## src/rtl/amjs_pkg.sv

```systemverilog
// Shared types and codes for the modem join-and-send sequencer.
package amjs_pkg;

	typedef enum logic [3:0] {
		ST_PROBE     = 4'd0,
		ST_MODE      = 4'd1,
		ST_DEV_CLASS = 4'd2,
		ST_RATE      = 4'd3,
		ST_PORT      = 4'd4,
		ST_JOIN      = 4'd5,
		ST_SYNC      = 4'd6,
		ST_CONN      = 4'd7,
		ST_LEN       = 4'd8,
		ST_SEND      = 4'd9
	} seq_state_t;

	typedef enum logic [3:0] {
		TX_NONE      = 4'd0,
		TX_PROBE     = 4'd1,
		TX_MODE      = 4'd2,
		TX_CLASS     = 4'd3,
		TX_RATE      = 4'd4,
		TX_JOIN      = 4'd5,
		TX_DTR       = 4'd6,
		TX_EMPTY_MSG = 4'd7,
		TX_RTC       = 4'd8,
		TX_LEN_QUERY = 4'd9,
		TX_PORT      = 4'd10,
		TX_PAYLOAD   = 4'd11
	} tx_cmd_t;

	typedef enum logic [1:0] {
		EV_TICK      = 2'd0,
		EV_LINE      = 2'd1,
		EV_PAYLOAD   = 2'd2,
		EV_LEN_QUERY = 2'd3
	} event_t;

	typedef enum logic [3:0] {
		RC_NONE           = 4'd0,
		RC_OK             = 4'd1,
		RC_MODE           = 4'd2,
		RC_CLASS          = 4'd3,
		RC_RATE           = 4'd4,
		RC_JOIN_FAIL      = 4'd5,
		RC_BUSY           = 4'd6,
		RC_JOINED         = 4'd7,
		RC_JOINED_ALREADY = 4'd8,
		RC_DTR            = 4'd9,
		RC_DONE           = 4'd10,
		RC_RTC            = 4'd11,
		RC_PORT           = 4'd12,
		RC_LEN            = 4'd13,
		RC_ACK            = 4'd14,
		RC_LEN_ERROR      = 4'd15
	} resp_code_t;

	typedef enum logic [2:0] {
		CFG_STEP_TIMEOUT       = 3'd0,
		CFG_JOIN_RETRY_PERIOD  = 3'd1,
		CFG_SYNC_RETRY_PERIOD  = 3'd2,
		CFG_LEN_TIMEOUT        = 3'd3,
		CFG_SEND_START_TIMEOUT = 3'd4,
		CFG_ACK_TIMEOUT        = 3'd5,
		CFG_MAX_ATTEMPTS       = 3'd6
	} cfg_index_t;

	localparam logic [7:0] STEP_TIMEOUT_RST       = 8'd3;
	localparam logic [7:0] JOIN_RETRY_PERIOD_RST  = 8'd30;
	localparam logic [7:0] SYNC_RETRY_PERIOD_RST  = 8'd30;
	localparam logic [7:0] LEN_TIMEOUT_RST        = 8'd10;
	localparam logic [7:0] SEND_START_TIMEOUT_RST = 8'd10;
	localparam logic [7:0] ACK_TIMEOUT_RST        = 8'd30;
	localparam logic [1:0] MAX_ATTEMPTS_RST       = 2'd3;
	localparam logic [7:0] MAX_LEN_RST            = 8'd50;
	localparam logic [7:0] TICK_MAX               = 8'd255;

	typedef struct packed {
		logic [7:0] step_timeout;
		logic [7:0] join_retry_period;
		logic [7:0] sync_retry_period;
		logic [7:0] len_timeout;
		logic [7:0] send_start_timeout;
		logic [7:0] ack_timeout;
		logic [1:0] max_attempts;
	} amjs_cfg_t;

	typedef struct packed {
		event_t     cmd;
		resp_code_t resp_code;
		logic       head_present;
		logic       head_len_ok;
		logic [7:0] head_port;
		logic       rtc_year_ok;
		logic       rtc_time_ok;
		logic       len_found;
		logic [7:0] len_value;
	} amjs_item_t;

	typedef struct packed {
		seq_state_t seq_state;
		logic [7:0] tick_count;
		logic [1:0] attempt_count;
		logic [7:0] max_len;
		logic [1:0] last_attempts;
	} amjs_state_t;

	typedef struct packed {
		tx_cmd_t    tx_cmd;
		logic [7:0] tx_port;
		logic       flush_rx;
		logic       post_sent;
		logic       post_error;
		logic       post_len_ready;
		logic       dequeue_payload;
		logic       set_time;
		logic       time_synced;
		logic [7:0] max_len;
		logic [1:0] last_attempts;
		seq_state_t seq_state;
	} amjs_result_t;

endpackage

```

## src/rtl/amjs_cfg_regs.sv

```systemverilog
// Configuration register file: timeouts, retry periods and attempt limit.
module amjs_cfg_regs
	import amjs_pkg::*;
(
	input  logic       clk,
	input  logic       arst_n,
	input  logic       cfg_wr_en,
	input  logic [2:0] cfg_index,
	input  logic [7:0] cfg_data,
	output amjs_cfg_t  cfg
);

	amjs_cfg_t cfg_q;

	always_ff @(posedge clk or negedge arst_n) begin
		if (!arst_n) begin
			cfg_q.step_timeout       <= STEP_TIMEOUT_RST;
			cfg_q.join_retry_period  <= JOIN_RETRY_PERIOD_RST;
			cfg_q.sync_retry_period  <= SYNC_RETRY_PERIOD_RST;
			cfg_q.len_timeout        <= LEN_TIMEOUT_RST;
			cfg_q.send_start_timeout <= SEND_START_TIMEOUT_RST;
			cfg_q.ack_timeout        <= ACK_TIMEOUT_RST;
			cfg_q.max_attempts       <= MAX_ATTEMPTS_RST;
		end else if (cfg_wr_en) begin
			case (cfg_index_t'(cfg_index))
				CFG_STEP_TIMEOUT:       cfg_q.step_timeout       <= cfg_data;
				CFG_JOIN_RETRY_PERIOD:  cfg_q.join_retry_period  <= cfg_data;
				CFG_SYNC_RETRY_PERIOD:  cfg_q.sync_retry_period  <= cfg_data;
				CFG_LEN_TIMEOUT:        cfg_q.len_timeout        <= cfg_data;
				CFG_SEND_START_TIMEOUT: cfg_q.send_start_timeout <= cfg_data;
				CFG_ACK_TIMEOUT:        cfg_q.ack_timeout        <= cfg_data;
				CFG_MAX_ATTEMPTS:       cfg_q.max_attempts       <= cfg_data[1:0];
				default: ;
			endcase
		end
	end

	assign cfg = cfg_q;

endmodule

```

## src/rtl/amjs_step.sv

```systemverilog
// Transition logic: event handler plus entry action of the new state.
module amjs_step
	import amjs_pkg::*;
(
	input  amjs_cfg_t    cfg,
	input  amjs_state_t  st,
	input  amjs_item_t   item,
	output amjs_state_t  st_next,
	output amjs_result_t res
);

	logic        is_tick;
	logic        is_line;
	logic [7:0]  bumped;
	seq_state_t  nxt;
	amjs_state_t hs;
	amjs_result_t ho;

	assign is_tick = (item.cmd == EV_TICK);
	assign is_line = (item.cmd == EV_LINE);
	// timer saturates, so a limit of 255 is never exceeded
	assign bumped  = (st.tick_count == TICK_MAX) ? st.tick_count : st.tick_count + 8'd1;

	// event handler
	always_comb begin
		hs  = st;
		ho  = '0;
		nxt = st.seq_state;
		case (st.seq_state)
			ST_PROBE: begin
				if (is_tick) ho.tx_cmd = TX_PROBE;
				else if (is_line && item.resp_code == RC_OK) nxt = ST_MODE;
			end
			ST_MODE, ST_DEV_CLASS, ST_RATE, ST_PORT: begin
				if (is_tick) begin
					hs.tick_count = bumped;
					if (bumped > cfg.step_timeout) nxt = ST_PROBE;
				end else if (is_line) begin
					if (st.seq_state == ST_MODE && item.resp_code == RC_MODE)
						nxt = ST_DEV_CLASS;
					else if (st.seq_state == ST_DEV_CLASS && item.resp_code == RC_CLASS)
						nxt = ST_RATE;
					else if (st.seq_state == ST_RATE && item.resp_code == RC_RATE)
						nxt = ST_JOIN;
					else if (st.seq_state == ST_PORT && item.resp_code == RC_PORT)
						nxt = ST_SEND;
				end
			end
			ST_JOIN: begin
				if (is_tick) begin
					hs.tick_count = bumped;
					if (bumped == cfg.join_retry_period) begin
						ho.tx_cmd     = TX_JOIN;
						hs.tick_count = '0;
					end
				end else if (is_line && (item.resp_code == RC_JOINED ||
				                         item.resp_code == RC_JOINED_ALREADY)) begin
					nxt = ST_SYNC;
				end
			end
			ST_SYNC: begin
				if (is_tick) begin
					hs.tick_count = bumped;
					if (bumped > cfg.sync_retry_period) begin
						ho.tx_cmd        = TX_DTR;
						hs.tick_count    = '0;
						hs.attempt_count = '0;
					end
				end else if (is_line) begin
					if (item.resp_code == RC_DTR) ho.tx_cmd = TX_EMPTY_MSG;
					else if (item.resp_code == RC_DONE) ho.tx_cmd = TX_RTC;
					else if (item.resp_code == RC_RTC && item.rtc_year_ok) begin
						ho.set_time    = 1'b1;
						ho.time_synced = 1'b1;
						if (item.rtc_time_ok) nxt = ST_CONN;
					end
				end
			end
			ST_CONN: begin
				if (item.cmd == EV_LEN_QUERY) nxt = ST_LEN;
				else if (item.cmd == EV_PAYLOAD) nxt = ST_PORT;
			end
			ST_LEN: begin
				if (is_tick) begin
					hs.tick_count = bumped;
					if (bumped > cfg.len_timeout) nxt = ST_CONN;
				end else if (is_line && item.resp_code == RC_LEN) begin
					if (item.len_found) hs.max_len = item.len_value;
					ho.post_len_ready = 1'b1;
					nxt = ST_CONN;
				end
			end
			ST_SEND: begin
				if (is_tick) begin
					hs.tick_count = bumped;
					if (st.attempt_count == 2'd0) begin
						if (bumped > cfg.send_start_timeout) begin
							ho.post_error = 1'b1;
							nxt = ST_CONN;
						end
					end else if (bumped > cfg.ack_timeout) begin
						if (st.attempt_count >= cfg.max_attempts) begin
							ho.dequeue_payload = 1'b1;
							ho.post_error      = 1'b1;
							nxt = ST_JOIN;
						end else if (item.head_present) begin
							// resend: restart ACK timer, count the attempt
							hs.tick_count    = '0;
							ho.flush_rx      = 1'b1;
							if (item.head_len_ok) ho.tx_cmd = TX_PAYLOAD;
							hs.attempt_count = st.attempt_count + 2'd1;
						end
					end
				end else if (is_line) begin
					if (item.resp_code == RC_ACK) begin
						hs.last_attempts   = st.attempt_count;
						ho.post_sent       = 1'b1;
						ho.dequeue_payload = 1'b1;
						nxt = ST_CONN;
					end else if (item.resp_code == RC_LEN_ERROR) begin
						ho.dequeue_payload = 1'b1;
						ho.post_error      = 1'b1;
						nxt = ST_CONN;
					end
				end
			end
			default: ;
		endcase
	end

	// entry action merged into the result when the state changes
	always_comb begin
		st_next = hs;
		res     = ho;
		st_next.seq_state = nxt;
		if (nxt != st.seq_state) begin
			st_next.tick_count    = '0;
			st_next.attempt_count = '0;
			res.flush_rx          = 1'b1;
			case (nxt)
				ST_MODE:      res.tx_cmd = TX_MODE;
				ST_DEV_CLASS: res.tx_cmd = TX_CLASS;
				ST_RATE:      res.tx_cmd = TX_RATE;
				ST_PORT: begin
					if (item.head_present) begin
						res.tx_cmd  = TX_PORT;
						res.tx_port = item.head_port;
					end
				end
				ST_JOIN:  res.tx_cmd = TX_JOIN;
				ST_SYNC:  res.tx_cmd = TX_DTR;
				ST_LEN:   res.tx_cmd = TX_LEN_QUERY;
				ST_SEND: begin
					if (item.head_present && item.head_len_ok) begin
						res.tx_cmd            = TX_PAYLOAD;
						st_next.attempt_count = 2'd1;
					end
				end
				default: ;
			endcase
		end
		res.max_len       = st_next.max_len;
		res.last_attempts = st_next.last_attempts;
		res.seq_state     = nxt;
	end

endmodule

```

## src/rtl/at_modem_join_send_sequencer.sv

```systemverilog
// Top level of the modem join-and-send sequencer.
// Each accepted event (tick, classified response line, payload ready or length
// query) updates the sequencer state, tick timer and attempt counters in the
// cycle it is accepted and produces exactly one result in the next cycle in the
// output register: the command code to transmit, its port argument, the status
// pulses and the state after the event. Throughput is one event per cycle; the
// single output register holds a result while out_stall is high, and in_stall is
// raised only while that register is full and stalled. Configuration registers
// are written by the user through cfg_wr_en/cfg_index/cfg_data only while no
// event is in flight (unenforced); an index beyond the last register is ignored.
module at_modem_join_send_sequencer
	import amjs_pkg::*;
(
	input  logic       clk,
	input  logic       arst_n,
	input  logic       cfg_wr_en,
	input  logic [2:0] cfg_index,
	input  logic [7:0] cfg_data,
	input  logic       in_valid,
	output logic       in_stall,
	input  logic [1:0] cmd,
	input  logic [3:0] resp_code,
	input  logic       head_present,
	input  logic       head_len_ok,
	input  logic [7:0] head_port,
	input  logic       rtc_year_ok,
	input  logic       rtc_time_ok,
	input  logic       len_found,
	input  logic [7:0] len_value,
	output logic       out_valid,
	input  logic       out_stall,
	output logic [3:0] tx_cmd,
	output logic [7:0] tx_port,
	output logic       flush_rx,
	output logic       post_sent,
	output logic       post_error,
	output logic       post_len_ready,
	output logic       dequeue_payload,
	output logic       set_time,
	output logic       time_synced,
	output logic [7:0] max_len_out,
	output logic [1:0] last_attempts_out,
	output logic [3:0] cur_state
);

	amjs_cfg_t    cfg;
	amjs_item_t   item;
	amjs_state_t  st_q;
	amjs_state_t  st_next;
	amjs_result_t res;
	amjs_result_t res_q;
	logic         out_valid_q;
	logic         accept;

	amjs_cfg_regs u_cfg (
		.clk       (clk),
		.arst_n    (arst_n),
		.cfg_wr_en (cfg_wr_en),
		.cfg_index (cfg_index),
		.cfg_data  (cfg_data),
		.cfg       (cfg)
	);

	always_comb begin
		item.cmd          = event_t'(cmd);
		item.resp_code    = resp_code_t'(resp_code);
		item.head_present = head_present;
		item.head_len_ok  = head_len_ok;
		item.head_port    = head_port;
		item.rtc_year_ok  = rtc_year_ok;
		item.rtc_time_ok  = rtc_time_ok;
		item.len_found    = len_found;
		item.len_value    = len_value;
	end

	amjs_step u_step (
		.cfg     (cfg),
		.st      (st_q),
		.item    (item),
		.st_next (st_next),
		.res     (res)
	);

	assign in_stall = out_valid_q && out_stall;
	assign accept   = in_valid && !in_stall;

	always_ff @(posedge clk or negedge arst_n) begin
		if (!arst_n) begin
			st_q.seq_state     <= ST_PROBE;
			st_q.tick_count    <= '0;
			st_q.attempt_count <= '0;
			st_q.max_len       <= MAX_LEN_RST;
			st_q.last_attempts <= '0;
			out_valid_q        <= 1'b0;
		end else if (accept) begin
			st_q        <= st_next;
			out_valid_q <= 1'b1;
		end else if (!out_stall) begin
			out_valid_q <= 1'b0;
		end
	end

	// result payload, no reset needed
	always_ff @(posedge clk) begin
		if (accept) res_q <= res;
	end

	assign out_valid         = out_valid_q;
	assign tx_cmd            = res_q.tx_cmd;
	assign tx_port           = res_q.tx_port;
	assign flush_rx          = res_q.flush_rx;
	assign post_sent         = res_q.post_sent;
	assign post_error        = res_q.post_error;
	assign post_len_ready    = res_q.post_len_ready;
	assign dequeue_payload   = res_q.dequeue_payload;
	assign set_time          = res_q.set_time;
	assign time_synced       = res_q.time_synced;
	assign max_len_out       = res_q.max_len;
	assign last_attempts_out = res_q.last_attempts;
	assign cur_state         = res_q.seq_state;

endmodule

```

## config.mk

```make
export PLATFORM = sky130hd
export DESIGN_NAME = at_modem_join_send_sequencer
export DESIGN_NICKNAME = d
export VERILOG_FILES = /design/src/rtl/amjs_pkg.sv /design/src/rtl/amjs_cfg_regs.sv /design/src/rtl/amjs_step.sv /design/src/rtl/at_modem_join_send_sequencer.sv
export SDC_FILE = /design/constraint.sdc
export NUM_CORES = 1
export LEC_CHECK = 0
export BUFFER_PORTS_ARGS = -buffer_cell sky130_fd_sc_hd__buf_2
export CORE_AREA = 2 2 141 130
export DETAILED_ROUTE_END_ITERATION = 7
export DIE_AREA = 0 0 143 132
export PLACE_DENSITY = 0.52
export SLEW_MARGIN = 20
export SYNTH_ARGS = -nofsm -noshare
export SYNTH_HDL_FRONTEND = slang
export SYNTH_SLANG_ARGS = --single-unit
```

## constraint.sdc

```tcl
create_clock -name clk -period 13.35 [get_ports clk]
set_input_delay 0.6675 -clock clk [delete_from_list [all_inputs] [get_ports clk]]
set_output_delay 0.6675 -clock clk [all_outputs]
set_load 0.01 [all_outputs]
```

==> flow_metrics.env, run 1 <==
export IMPL_route_vias_total=5355
export IMPL_critical_path_arrival_ns=5.43
export IMPL_timing_critical_path_slowest_cell_delay_ns=0.70
export IMPL_diodes=0
export IMPL_slowest_library_cell_on_the_worst_path="a2111oi_0"
export IMPL_power_density_cell_area_mw_per_mm2=138
export IMPL_vdd_ir_drop_worst_v=0.0000646
export IMPL_place_area_mm2=0.00724
export IMPL_cell_internal_pwr_uw=664
export IMPL_fin_setup_tns_ns=0
export IMPL_port_buffer_count=77
export IMPL_postSynth_topFlopCell="dfrtp_1"
export IMPL_multiInputGateArea_mm2=0.00345
export IMPL_yosys_register_bits=107
export IMPL_layout_min_cycle_time_ns=5.24
export IMPL_postRouteAntennaNets=0
export IMPL_synth_seq_area_share=0.430
export IMPL_fin_worst_skew_ns=0.0107
export IMPL_cts_max_path_buffers=2
export IMPL_synth_area_leader_cell="dfrtp_1"
export IMPL_crit_reg2reg_capture="tx_cmd[2]"
export IMPL_areaGrowthSynthToFinish_pct=13.3
export IMPL_global_route_wire_length_before_repair_um=28700
export IMPL_power_sequential_fraction=0.418
export IMPL_initial_utilization=0.385
export IMPL_clock_latency_ns=0.37
export IMPL_synth_enable_flop_cells=32
export IMPL_hold_viol_final=0
export IMPL_max_cap_violations=0
export IMPL_cts_hold_repair_buffers=0
export IMPL_core_area_mm2=0.0173
export IMPL_max_freq_mhz=191
export IMPL_cell_row_count=46
export IMPL_synth_lib_cells_used_distinct=92
export IMPL_finish_net_count=812
export IMPL_timing_worst_slew_pin_value_ns=0.890
export IMPL_hold_path_class="in -> async"
export IMPL_met2RoutedLength_um=8520
export IMPL_p_clk_frac=0.264
export IMPL_cts_num_sinks=107
export IMPL_comb_power_share=0.318
export IMPL_crit_chain="ha_1 > and4_1 > a211oi_1 > xor2_1 > ha_1 > a41oi_1 > a21oi_1 > a2111oi_0 > nor2_1 > a31oi_1 > nor3_4 > a221o_2 > o311ai_2"
export IMPL_fin_crit_sh=0.393
export IMPL_crit_path_frequent_cell="ha_1"
export IMPL_synth_top_cells_by_area="dfrtp_1 20%, edfxtp_1 14%, dfstp_2 9.1%"
export IMPL_route_final_wire_length_um=18000
export IMPL_post_route_drc_count=0
export IMPL_synth_top_area_frac=0.195
export IMPL_avgSynthCellArea_um2=10.1
export IMPL_rrSetupSlack_ns=8.11
export IMPL_via_per_inst=5.52
export IMPL_die_w_um=143
export IMPL_worst_setup_path_startpoint="st_q[12]"
export IMPL_grt_antenna_before_repair=0
export IMPL_detail_route_iter0_violations=351
export IMPL_m1WireLength_um=8110
export IMPL_finalPower_uw=1040
export IMPL_grt_max_degree=76
export IMPL_grt_use_total=0.197
export IMPL_power_switching_uw=375
export IMPL_via_count_of_the_first_global_routing_pass=5224
export IMPL_dp_final_hpwl_um=13100
export IMPL_reg2reg_depth=13
export IMPL_grt_ovfl_total=0
export IMPL_reg2reg_start="st_q[12]"
export IMPL_path_clk_slew_ns=0.08
export IMPL_mappedNetlistNets=745
export IMPL_sw_frac_of_total=0.361
export IMPL_finalCoreUtilization=0.436
export IMPL_synth_cells=658
export IMPL_setup_viol=0
export IMPL_fp_dieArea_mm2=0.0189
export IMPL_avgRoutedWirePerCell_um=18.5
export IMPL_fillerInstances=1691
export IMPL_rsz0062_at_grt="false"
export IMPL_dp_slack_ns=8.19
export IMPL_cp_end_kind="flip-flop"
export IMPL_critical_path_startpoint_type="flip-flop"
export IMPL_clockRootBuffer="clkbuf_16"
export IMPL_setup_slack_ns=8.11
export IMPL_setup_worst_path_class="reg -> reg"
export IMPL_final_layout_size_suffix_gt1_frac=0.268
export IMPL_routed_wl_met3_um=1100
export IMPL_cts_repair_timing_setup_buffer_count=0
export IMPL_path_max_fanout=8
export IMPL_synth_warning_count=0
export IMPL_cts_resized=0
export IMPL_slew_viol_final=0
export IMPL_synth_cell_area_mm2=0.00667
export IMPL_ctsHtreeMaxLevel=3
export IMPL_max_slew_margin=0.399
export IMPL_floorplan_die_height_um=132
export IMPL_top_signal_layer_used="met4"
export IMPL_power_static_leakage_uw=0.00333
export IMPL_fraction_of_registers_with_async_set_reset=0.701
export IMPL_worst_endpoint_required_ns=13.54
export IMPL_drt_pass1_iterations=5
export IMPL_status="completed"
export IMPL_cts_buffers=9
export IMPL_cts_tree="built"
export IMPL_floorplan_io_pins=78
export IMPL_place_congestion=0.914
export IMPL_fin_area_mm2=0.00755
export IMPL_seq_area_mm2=0.00287
-- worst max-delay path: cells and delay by family (launching register included) --
family / cells / cell delay [ns]
AOI/OAI and AO/OA: 7 / 2.66
and+or+nand+nor: 3 / 0.69
adders and majority gates: 2 / 0.64
xor gates and xnor gates: 1 / 0.61
DFF: 1 / 0.45
-- kinds of logic (layout without fill, tap and decap cells) --
family / count (synthesis) / count (layout) / synth area share
DFF: 107 / 107 / 0.430
muxes: 40 / 40 / 0.0670
xor gates and xnor gates: 6 / 6 / 0.0120
adders and majority gates: 44 / 44 / 0.0825
AOI/OAI and AO/OA: 150 / 150 / 0.165
buffers and inverters: 79 / 151 / 0.0533
and+or+nand+nor: 232 / 232 / 0.191
-- flip-flops by register name, summed over array words and instances (netlist names) --
register           flops
cur_state              4
dequeue_payload        1
flush_rx               1
last_attempts_out      2
max_len_out            8
out_valid              1
post_error             1
post_len_ready         1
post_sent              1
set_time               1
st_q                  24
tx_cmd                 4
tx_port                8
u_cfg.cfg             50
-- worst max-delay path by stage --
stage,slack [ns],to
after floorplan,8.94,tx_cmd[0]
after global placement,8.40,tx_cmd[0]
after detailed placement,8.19,tx_cmd[2]
after CTS,8.14,tx_cmd[2]
after global routing,7.62,tx_port[2]
final,8.11,tx_cmd[2]
-- cells in the mapped netlist, types with 3 or more instances --
library cell,instances
dfrtp_1,52
clkbuf_1,14
o211ai_1,6
a21o_1,6
mux2_2,37
a211oi_1,4
nor4_1,3
ha_1,44
buf_4,3
and2_1,10
nand4b_1,7
nor2_1,27
inv_1,51
nand3b_1,3
o21ai_0,44
o21a_1,6
a21oi_1,31
dfstp_2,23
buf_2,3
nand4_1,16
nor3_1,8
a31oi_1,8
xor2_1,3
and2b_2,4
nand2_1,81
edfxtp_1,32
mux2i_1,3
a221oi_1,4
nor2b_1,7
and3_1,4
nand2b_1,7
and4_1,4
nand3_1,23
a32o_1,6
a311oi_1,3
-- layer usage --
metal  GRT usage  vias up
met3      0.0392       20
met2       0.315      172
met1       0.270     2620
met5           0        -
li1            -     2543
met4      0.0567        0
-- power groups by stage --
stage	Combinational [µW]	Sequential [µW]	Clock (µW)
floorplan	252	425	0
global placement	321	440	0
detailed placement	327	441	0
CTS	329	435	284
global route	367	443	298
finish	330	435	274
-- layout by cell type, fill, tap and decap left out, types with 7 or more instances in the layout --
cell type / instances
nand3_1: 23
edfxtp_1: 32
nor3_1: 8
mux2_2: 37
inv_1: 50
dfrtp_1: 52
clkbuf_16: 9
buf_2: 76
nand4b_1: 7
nand4_1: 16
a31oi_1: 8
nand2b_1: 7
nor2_1: 27
and2_1: 10
o21ai_0: 44
nand2_1: 81
a21oi_1: 31
nor2b_1: 7
dfstp_2: 23
ha_1: 44
-- cell type report --
cell class              count  area share
inverters                  53      0.0270
well taps                 240      0.0397
flip-flops and latches    107       0.379
multi-input cells         472       0.456
clock buffers               9      0.0298
clock inverters             7      0.0108
repair buffers             82      0.0568
-- per-stage QoR --
stage	hold WS [ns]	std cells
global route	0.388	970
CTS	0.464	970
finish	0.323	970
floorplan	0.372	658
global placement	0.445	954
detailed placement	0.450	954
Power figures use the tool's default switching activity.
==> run 2: changes to the inputs <==
--- a/config.mk
+++ b/config.mk
@@ -9,7 +9,7 @@
 export CORE_AREA = 2 2 141 130
 export DETAILED_ROUTE_END_ITERATION = 7
 export DIE_AREA = 0 0 143 132
-export PLACE_DENSITY = 0.52
+export PLACE_DENSITY = 0.55
 export SLEW_MARGIN = 20
 export SYNTH_ARGS = -nofsm -noshare
 export SYNTH_HDL_FRONTEND = slang
==> constraint.sdc (replaced) <==
create_clock -name clk -period 4.25 [get_ports clk]
set_input_delay 0.2125 -clock clk [delete_from_list [all_inputs] [get_ports clk]]
set_output_delay 0.2125 -clock clk [all_outputs]
set_load 0.01 [all_outputs]
==> run 2 against run 1 <==
Sequential share of layout area is 2.4 points lower. First-iteration DRC count rose by 52%. Critical path depth rose by 3. Design area grew 6.8%. Non-clock buffer count grew 47. Core utilization grew 3.0 points. Setup slack worse by 7.9 ns. Hold slack got worse by 0.32 ns. Combinational power grew to 3.6 times the previous value. Routed wire length increased by 3.3%. Critical endpoint unchanged. Fmax grew 29%.
==> flow_metrics.env, run 2 (synthesis results as in run 1) <==
export IMPL_fp_dieArea_mm2=0.0189
export IMPL_dp_final_hpwl_um=13600
export IMPL_via_count_of_the_first_global_routing_pass=5448
export IMPL_grt_ovfl_total=0
export IMPL_routed_wl_met3_um=1030
export IMPL_layout_commonest_cell="nand2_1"
export IMPL_fin_setup_tns_ns=0
export IMPL_diodes=0
export IMPL_cp_end_kind="flip-flop"
export IMPL_grt_antenna_before_repair=0
export IMPL_largest_register_ff_count=50
export IMPL_final_layout_size_suffix_gt1_frac=0.345
export IMPL_setup_slack_ns=0.184
export IMPL_setup_viol=0
export IMPL_avgRoutedWirePerCell_um=18.3
export IMPL_clockRootBuffer="clkbuf_16"
export IMPL_final_hold_worst_slack_ns=0.00266
export IMPL_critical_path_arrival_ns=4.26
export IMPL_final_cells=1017
export IMPL_grt_max_degree=76
export IMPL_timing_worst_slew_pin_value_ns=0.986
export IMPL_cts_num_sinks=107
export IMPL_floorplan_io_pins=78
export IMPL_path_max_fanout=7
export IMPL_route_final_wire_length_um=18600
export IMPL_cts_max_path_buffers=2
export IMPL_cell_count_after_placement=999
export IMPL_global_route_wire_length_before_repair_um=29300
export IMPL_power_static_leakage_uw=0.00360
export IMPL_cts_hold_repair_buffers=0
export IMPL_die_w_um=143
export IMPL_fillerInstances=1631
export IMPL_path_clk_slew_ns=0.08
export IMPL_finish_net_count=859
export IMPL_vdd_ir_drop_worst_v=0.000222
export IMPL_max_cap_violations=0
export IMPL_cts_tree="built"
export IMPL_postRouteAntennaNets=0
export IMPL_core_area_mm2=0.0173
export IMPL_post_route_drc_count=0
export IMPL_worst_endpoint_required_ns=4.44
export IMPL_status="completed"
export IMPL_hold_path_class="in -> async"
export IMPL_top_signal_layer_used="met4"
export IMPL_clock_latency_ns=0.36
export IMPL_route_vias_total=5567
export IMPL_slew_viol_final=0
export IMPL_critical_path_startpoint_type="flip-flop"
export IMPL_areaGrowthSynthToFinish_pct=20.9
export IMPL_initial_utilization=0.385
export IMPL_detail_route_iter0_violations=532
export IMPL_finalPower_uw=3470
export IMPL_reg2reg_depth=16
export IMPL_place_congestion=0.882
export IMPL_dp_slack_ns=-0.0776
export IMPL_drt_pass1_iterations=7
export IMPL_cts_buffers=9
export IMPL_power_density_cell_area_mw_per_mm2=431
export IMPL_max_slew_margin=0.342
export IMPL_most_common_layout_cells="80 x nand2_1, 76 x buf_2, 53 x buf_4"
export IMPL_port_buffer_count=77
export IMPL_setup_worst_path_class="reg -> reg"
export IMPL_rsz0062_at_grt="true"
export IMPL_met2RoutedLength_um=8750
export IMPL_grt_use_total=0.199
export IMPL_ctsHtreeMaxLevel=3
export IMPL_fin_worst_skew_ns=0.00987
export IMPL_max_freq_mhz=246
export IMPL_m1WireLength_um=8430
export IMPL_cell_row_count=46
export IMPL_layout_min_cycle_time_ns=4.07
export IMPL_floorplan_die_height_um=132
export IMPL_hold_viol_final=0
export IMPL_fin_crit_sh=0.957
export IMPL_via_per_inst=5.47
==> run 2: cell count changes in the layout (fill, tap and decap cells not counted), moves of 2 or more <==
cell      before  now
a21oi_1       31   27
a21oi_2        0    4
xor2_1         3    1
o21a_2         0    2
nor3_1         8    6
xor2_2         0    2
a211oi_1       4    2
o21a_1         6    4
buf_4          5   53
==> run 2: worst paths after layout <==
| path | from | end | slack, ns |
|---|---|---|---|
| worst max-delay path | st_q[12] | tx_cmd[2] | 0.18 |
| worst min-delay path | arst_n | u_cfg.cfg[44] | 0.003 |
| worst max register to register | st_q[12] | tx_cmd[2] | 0.18 |
| worst min register to register | st_q[7] | st_q[7] | 0.46 |
| max in group asynchronous | arst_n | st_q[18] | 3.56 |
| min in group clk | in_valid | out_valid | 0.06 |
==> run 2: routing by layer <==
layer | global-route usage | up-vias
li1 | - | 2638
met1 | 0.278 | 2737
met2 | 0.316 | 165
met3 | 0.0367 | 27
met4 | 0.0567 | 0
met5 | 0 | -
==> run 2: final cells by class <==
type	instances	area, µm²	area share
Clock inverter	7	93.8	0.0116
Timing Repair Buffer	129	778	0.0965
Tap cell	240	300	0.0372
Multi-Input combinational cell	472	3600	0.446
Clock buffer	9	225	0.0279
Inverter	53	204	0.0253
Sequential cell	107	2870	0.356
==> run 2: power by group <==
part | leakage (µW) | total, µW | internal, µW | switching, µW
Clock | 0.000153 | 911 | 475 | 436
Sequential | 0.00122 | 1360 | 1250 | 116
Combinational | 0.00223 | 1200 | 531 | 669
Total | 0.00360 | 3470 | 2250 | 1220
==> run 2: stage by stage <==
stage / utilization / area (µm²)
finish: 0.466 / 8070
global route: 0.466 / 8070
CTS: 0.459 / 7960
floorplan: - / 6710
detailed placement: 0.440 / 7620
global placement: 0.440 / 7620
==> run 2: critical path, cell delays in order (launching register included) <==
cell	delay, ns
dfrtp_1	0.37
ha_2	0.21
nand2_1	0.11
nor3_4	0.31
xor2_2	0.30
buf_4	0.23
ha_1	0.24
nand4_1	0.09
o21ai_0	0.11
a21oi_1	0.36
o32a_1	0.34
nor2_4	0.09
a31o_4	0.29
clkinv_4	0.08
o31ai_2	0.07
a221o_2	0.42
o311ai_2	0.28
==> run 2: what timing repair did <==
| item | in CTS | in global routing |
|---|---|---|
| buffers inserted | 0 | 2 |
| pin swaps | 1 | 15 |
| cloned | 0 | 0 |
| resized for setup | 5 | 25 |
| endpoints found under the setup margin | 17 | 23 |
